$ cat config.mk
export PLATFORM = sky130hd
export DESIGN_NAME = slfb_div
export DESIGN_NICKNAME = d
export VERILOG_FILES = /design/src/rtl/slfb_pkg.sv /design/src/rtl/slfb_div.sv
export SDC_FILE = /design/constraint.sdc
export NUM_CORES = 1
export LEC_CHECK = 0
export BUFFER_PORTS_ARGS = -buffer_cell sky130_fd_sc_hd__buf_4
export CAP_MARGIN = 20
export CELL_PAD_IN_SITES_DETAIL_PLACEMENT = 0
export CELL_PAD_IN_SITES_GLOBAL_PLACEMENT = 1
export CORE_ASPECT_RATIO = 0.75
export CORE_MARGIN = 2
export CORE_UTILIZATION = 45
export DETAILED_ROUTE_END_ITERATION = 7
export GPL_TIMING_DRIVEN = 0
export PLACE_DENSITY_LB_ADDON = 0.1
export SLEW_MARGIN = 40
export SYNTH_ARGS = -nofsm -noshare
export SYNTH_HDL_FRONTEND = slang
export SYNTH_SLANG_ARGS = --single-unit
export TNS_END_PERCENT = 5
$ cat constraint.sdc
create_clock -name clk -period 6 [get_ports clk]
set_input_delay 0.3 -clock clk [delete_from_list [all_inputs] [get_ports clk]]
set_output_delay 0.3 -clock clk [all_outputs]
set_load 0.005 [all_outputs]
$ cat src/rtl/slfb_pkg.sv
`timescale 1ns / 1ps
// Shared types, field widths and codes for the serpentine LED frame buffer.
// Depends on nothing; used by the divider, the top level and the testbench.
package slfb_pkg;

  // Field widths of the item, result and configuration channels
  localparam int LED_COUNT_W   = 9;
  localparam int ROW_COUNT_W   = 9;
  localparam int OFFSET_W      = 10;
  localparam int LEN_W         = 11;
  localparam int BYTE_W        = 8;
  localparam int IDX_W         = 8;
  localparam int STATUS_W      = 3;
  localparam int PHYS_W        = 8;
  localparam int WORD_W        = 32;
  localparam int CFG_INDEX_W   = 1;
  localparam int CFG_DATA_W    = 9;

  // Panel geometry defaults
  localparam int DEFAULT_MAX_LEDS = 256;
  localparam int BYTES_PER_LED    = 4;
  localparam int LANE_W           = 2;
  localparam int ADDR_SUM_W       = 12;

  // Divider operand width (led_count and row_count are both nine bits)
  localparam int DIV_W = 9;

  // Reset values of the configuration registers
  localparam logic [LED_COUNT_W-1:0] LED_COUNT_RESET = 9'd256;
  localparam logic [ROW_COUNT_W-1:0] ROW_COUNT_RESET = 9'd1;

  // Item kinds
  localparam logic KIND_WRITE = 1'b0;
  localparam logic KIND_READ  = 1'b1;

  // Configuration register indexes
  localparam logic [CFG_INDEX_W-1:0] CFG_LED_COUNT = 1'b0;
  localparam logic [CFG_INDEX_W-1:0] CFG_ROW_COUNT = 1'b1;

  // Result status codes
  typedef logic [STATUS_W-1:0] status_t;
  localparam status_t STAT_OK           = 3'd0;
  localparam status_t STAT_EMPTY        = 3'd1;
  localparam status_t STAT_TOO_LONG     = 3'd2;
  localparam status_t STAT_NO_FIT       = 3'd3;
  localparam status_t STAT_BAD_GEOMETRY = 3'd4;
  localparam status_t STAT_RANGE        = 3'd5;

  // Sequencer states of the top level
  typedef enum logic [3:0] {
    S_CLEAR,
    S_IDLE,
    S_GEO,
    S_IDX,
    S_MAP,
    S_FETCH,
    S_STORE,
    S_MERGE,
    S_END,
    S_RESULT
  } state_t;

  // Divider result handed to the sequencer
  typedef struct packed {
    logic             done;
    logic [DIV_W-1:0] quotient;
    logic [DIV_W-1:0] remainder;
  } div_result_t;

endpackage

$ cat src/rtl/slfb_div.sv
`timescale 1ns / 1ps
// Restoring unsigned divider, one quotient bit per cycle.
// Depends on slfb_pkg for the operand width and the result struct.
module slfb_div (
  input  logic                      clk,
  input  logic                      rst,
  input  logic                      start,
  input  logic [slfb_pkg::DIV_W-1:0] dividend,
  input  logic [slfb_pkg::DIV_W-1:0] divisor,
  output slfb_pkg::div_result_t     result
);

  localparam int CNT_W = $clog2(slfb_pkg::DIV_W);

  logic                       busy;
  logic                       done;
  logic [CNT_W-1:0]           count;
  logic [slfb_pkg::DIV_W-1:0] quo;
  logic [slfb_pkg::DIV_W-1:0] rem;
  logic [slfb_pkg::DIV_W-1:0] divisor_q;
  logic [slfb_pkg::DIV_W:0]   trial;
  logic                       fits;

  // Shift the next dividend bit into the partial remainder and try a subtract
  assign trial = {rem, quo[slfb_pkg::DIV_W-1]};
  assign fits  = trial >= {1'b0, divisor_q};

  // Control: load on start, iterate once per bit, pulse done at the end
  always_ff @(posedge clk) begin
    if (rst) begin
      busy  <= 1'b0;
      done  <= 1'b0;
      count <= '0;
    end else begin
      done <= 1'b0;
      if (start) begin
        busy  <= 1'b1;
        count <= '0;
      end else if (busy) begin
        count <= count + 1'b1;
        if (count == CNT_W'(slfb_pkg::DIV_W - 1)) begin
          busy <= 1'b0;
          done <= 1'b1;
        end
      end
    end
  end

  // Datapath: quotient bits enter from the right as dividend bits leave
  always_ff @(posedge clk) begin
    if (start) begin
      quo       <= dividend;
      rem       <= '0;
      divisor_q <= divisor;
    end else if (busy) begin
      quo <= {quo[slfb_pkg::DIV_W-2:0], fits};
      if (fits) begin
        rem <= slfb_pkg::DIV_W'(trial - {1'b0, divisor_q});
      end else begin
        rem <= trial[slfb_pkg::DIV_W-1:0];
      end
    end
  end

  assign result.done      = done;
  assign result.quotient  = quo;
  assign result.remainder = rem;

endmodule

==> impl_metrics.py <==
metrics = {
    "yosys": {
        "yosysSeqAreaShare": 0.4703,
        "synth.most_common_cell": "edfxtp_1",
        "synth-edff-count": 18,
        "ys_async_sr_fraction": 0,
        "synth_area_leaders": "edfxtp_1, dfxtp_1, ha_1, mux2_2, inv_1",
        "ys_types": 45,
        "synth_common_cells": "edfxtp_1, dfxtp_1, inv_1",
        "synthFlopType": "edfxtp_1",
        "synth_top_area_share": 0.3023,
        "avgSynthCellArea_um2": 11.25,
        "ys_warn_count": 0,
        "synth_nets": 192,
        "ys_ff_latch": 33,
        "synthesis.area_um2": 1788,
        "synthCells": 159,
        "synth_top_area_cell": "edfxtp_1",
    },
    "sta": {
        "fmax_ghz": 0.3578,
        "tightestPinTransition_ns": 0.5138,
        "finalCritPeriodShare": 0.4658,
        "clock_skew_ns": 0.002069,
        "setup_tns_ns": 0,
        "hold_viol_final": 0,
        "maxSlewViolCount": 0,
        "holdWs_ns": 0.1960,
        "timing.final.ws_setup_ns": 3.205,
        "setup_viol_count_final": 0,
        "relSlewSlack": 0.6575,
        "min_period_ns": 2.795,
        "rsz0062_at_grt": "no",
    },
    "setup_path": {
        "cp_data_arrival_time_ns": 2.83,
        "reg2reg_depth": 10,
        "critPathLaunchType": "flop",
        "cp-end-kind": "flop",
        "worstReg2RegStart": "quo[8]",
        "crit_fanout": 10,
        "crit_required_ns": 6.03,
        "crit_start": "quo[8]",
        "worstSetupPathType": "flop to flop",
    },
    "worst_hold_path": {
        "hold-path-cell-count": 1,
        "min_path_type": "primary input to flop",
        "hold_start": "divisor[7]",
    },
    "floorplanning": {
        "ioPinCount": 40,
        "start_util": 0.4790,
        "die_area_um2": 4499,
        "rows": 19,
        "core_um2": 3732,
        "fp.dieW_um": 76.79,
        "die_h_um": 58.59,
    },
    "finish": {
        "final_cell_area_um2": 2228,
        "diodes": 0,
        "stdcell_count": 258,
        "fin_util": 0.5971,
        "nets": 238,
        "drive_gt1_frac": 0.3447,
        "syn_to_final_growth_pct": 24.63,
        "nFillCells": 337,
    },
    "power": {
        "p_per_area_nw_per_um2": 261.9,
        "total_power_mw": 0.5837,
        "peakVddDrop_mv": 0.1331,
        "leakagePower_nw": 0.9815,
    },
    "placed_design": {
        "gp_congestion": 0.7885,
        "preCtsSetupSlack_ns": 3.259,
        "dp_cells": 250,
        "dpl.hpwl_mm": 2.713,
        "post_dp_cell_area_um2": 2146,
        "io_buffers": 39,
    },
    "detailed_routing": {
        "antenna_left": 0,
        "drt-vias-per-instance": 5.112,
        "dr.first_iter.drc_count": 71,
        "wl_mm": 3.603,
        "drt-wirelength-per-cell_um": 13.97,
        "first_pass_iters": 4,
        "drc": 0,
        "num_vias": 1319,
    },
    "global_route": {
        "track_usage": 0.1708,
        "grt_max_degree": 11,
        "grt_pass1_wl_mm": 5.961,
        "antenna_found_initial": 0,
        "overflow": 0,
        "grt_pass1_vias": 1243,
    },
    "clocking": {
        "postCtsSetupRepairBufs": 0,
        "cts_root_buffer": "clkbuf_8",
        "cts_buffers": 5,
        "cts_resized": 0,
        "h-tree-depth": 2,
        "cts_hold_buf": 0,
        "cts_buffer_depth": 2,
        "clk_pin_slew_worst_paths_ns": 0.07,
        "clkSinkCount": 33,
        "clk_latency_ns": 0.28,
        "cts_tree": "built",
    },
    "status": {
        "status": "finished clean",
    },
    "flow_run": {
        "cap_violations": 0,
    },
}
power breakdown:
part | internal (mW) | switching (mW) | leakage (nW) | total, mW
Combinational | 0.0787 | 0.0749 | 0.635 | 0.154
Sequential | 0.260 | 0.0132 | 0.302 | 0.273
Clock | 0.0803 | 0.0770 | 0.0450 | 0.157
Total | 0.419 | 0.165 | 0.982 | 0.584
final timing paths:
| kind | to | slack [ns] |
|---|---|---|
| hold reg to reg | done | 0.52 |
| hold / removal | divisor_q[7] | 0.20 |
| setup / recovery | quo[0] | 3.21 |
| setup reg to reg | quo[0] | 3.21 |
cells in the final DEF (no fill, tap or decap), types with 2 or more instances in the layout:
master	n
edfxtp_1	18
or2_2	2
buf_1	2
nand4_1	3
nand2_1	5
nor2_1	11
buf_4	40
xnor2_1	4
nand4b_1	2
o21ai_0	2
clkbuf_8	5
a211oi_1	4
buf_6	2
nand2b_1	2
inv_1	14
clkinv_2	2
a21oi_1	4
o311ai_0	2
a21o_1	3
dfxtp_1	15
mux2i_1	5
nor3_1	6
clkbuf_1	5
xor2_1	5
ha_1	11
a311oi_1	2
or3b_2	2
mux2_2	9
per-layer routing:
metal,vias up,share of wire,global-route usage
met2,32,0.42,0.2469
li1,670,-,-
met4,0,0.0075,0.04675
met1,612,0.52,0.2490
met5,-,0,0
met3,5,0.060,0.05215
sequential cells by signal, indices dropped and copies added, names as in the netlist:
| signal | count |
|---|---|
| busy | 1 |
| done | 1 |
| quo | 9 |
| divisor_q | 9 |
| rem | 9 |
| count | 4 |
cell families after synthesis:
| group | Yosys count | share of synthesized area |
|---|---|---|
| AOI/OAI and AO/OA | 27 | 0.1253 |
| xor gates and xnor gates | 9 | 0.04408 |
| DFF | 33 | 0.4703 |
| adders and majority gates | 12 | 0.08817 |
| and+or+nand+nor | 41 | 0.1288 |
| buffers and inverters | 23 | 0.05878 |
| muxes | 14 | 0.08468 |
area by class of cell:
cell class | count | area, µm² | area share
well taps | 52 | 65.06 | 0.02920
multi-input cells | 103 | 842.1 | 0.3779
repair buffers | 39 | 292.8 | 0.1314
clock buffers | 6 | 72.57 | 0.03257
inverters | 14 | 52.55 | 0.02358
plain buffers | 9 | 52.55 | 0.02358
flip-flops and latches | 33 | 840.8 | 0.3773
clock inverters | 2 | 10.01 | 0.004492
worst max-delay path, cell delays in order (launching register included):
cell and delay (ns):
edfxtp_1 0.46, inv_1 0.09, ha_1 0.16, inv_1 0.05
fa_1 0.42, a211oi_2 0.28, o31ai_2 0.16, a211oi_4 0.41
buf_6 0.21, inv_1 0.06, mux2_2 0.25
No activity file was read; power rests on OpenSTA's default activity.
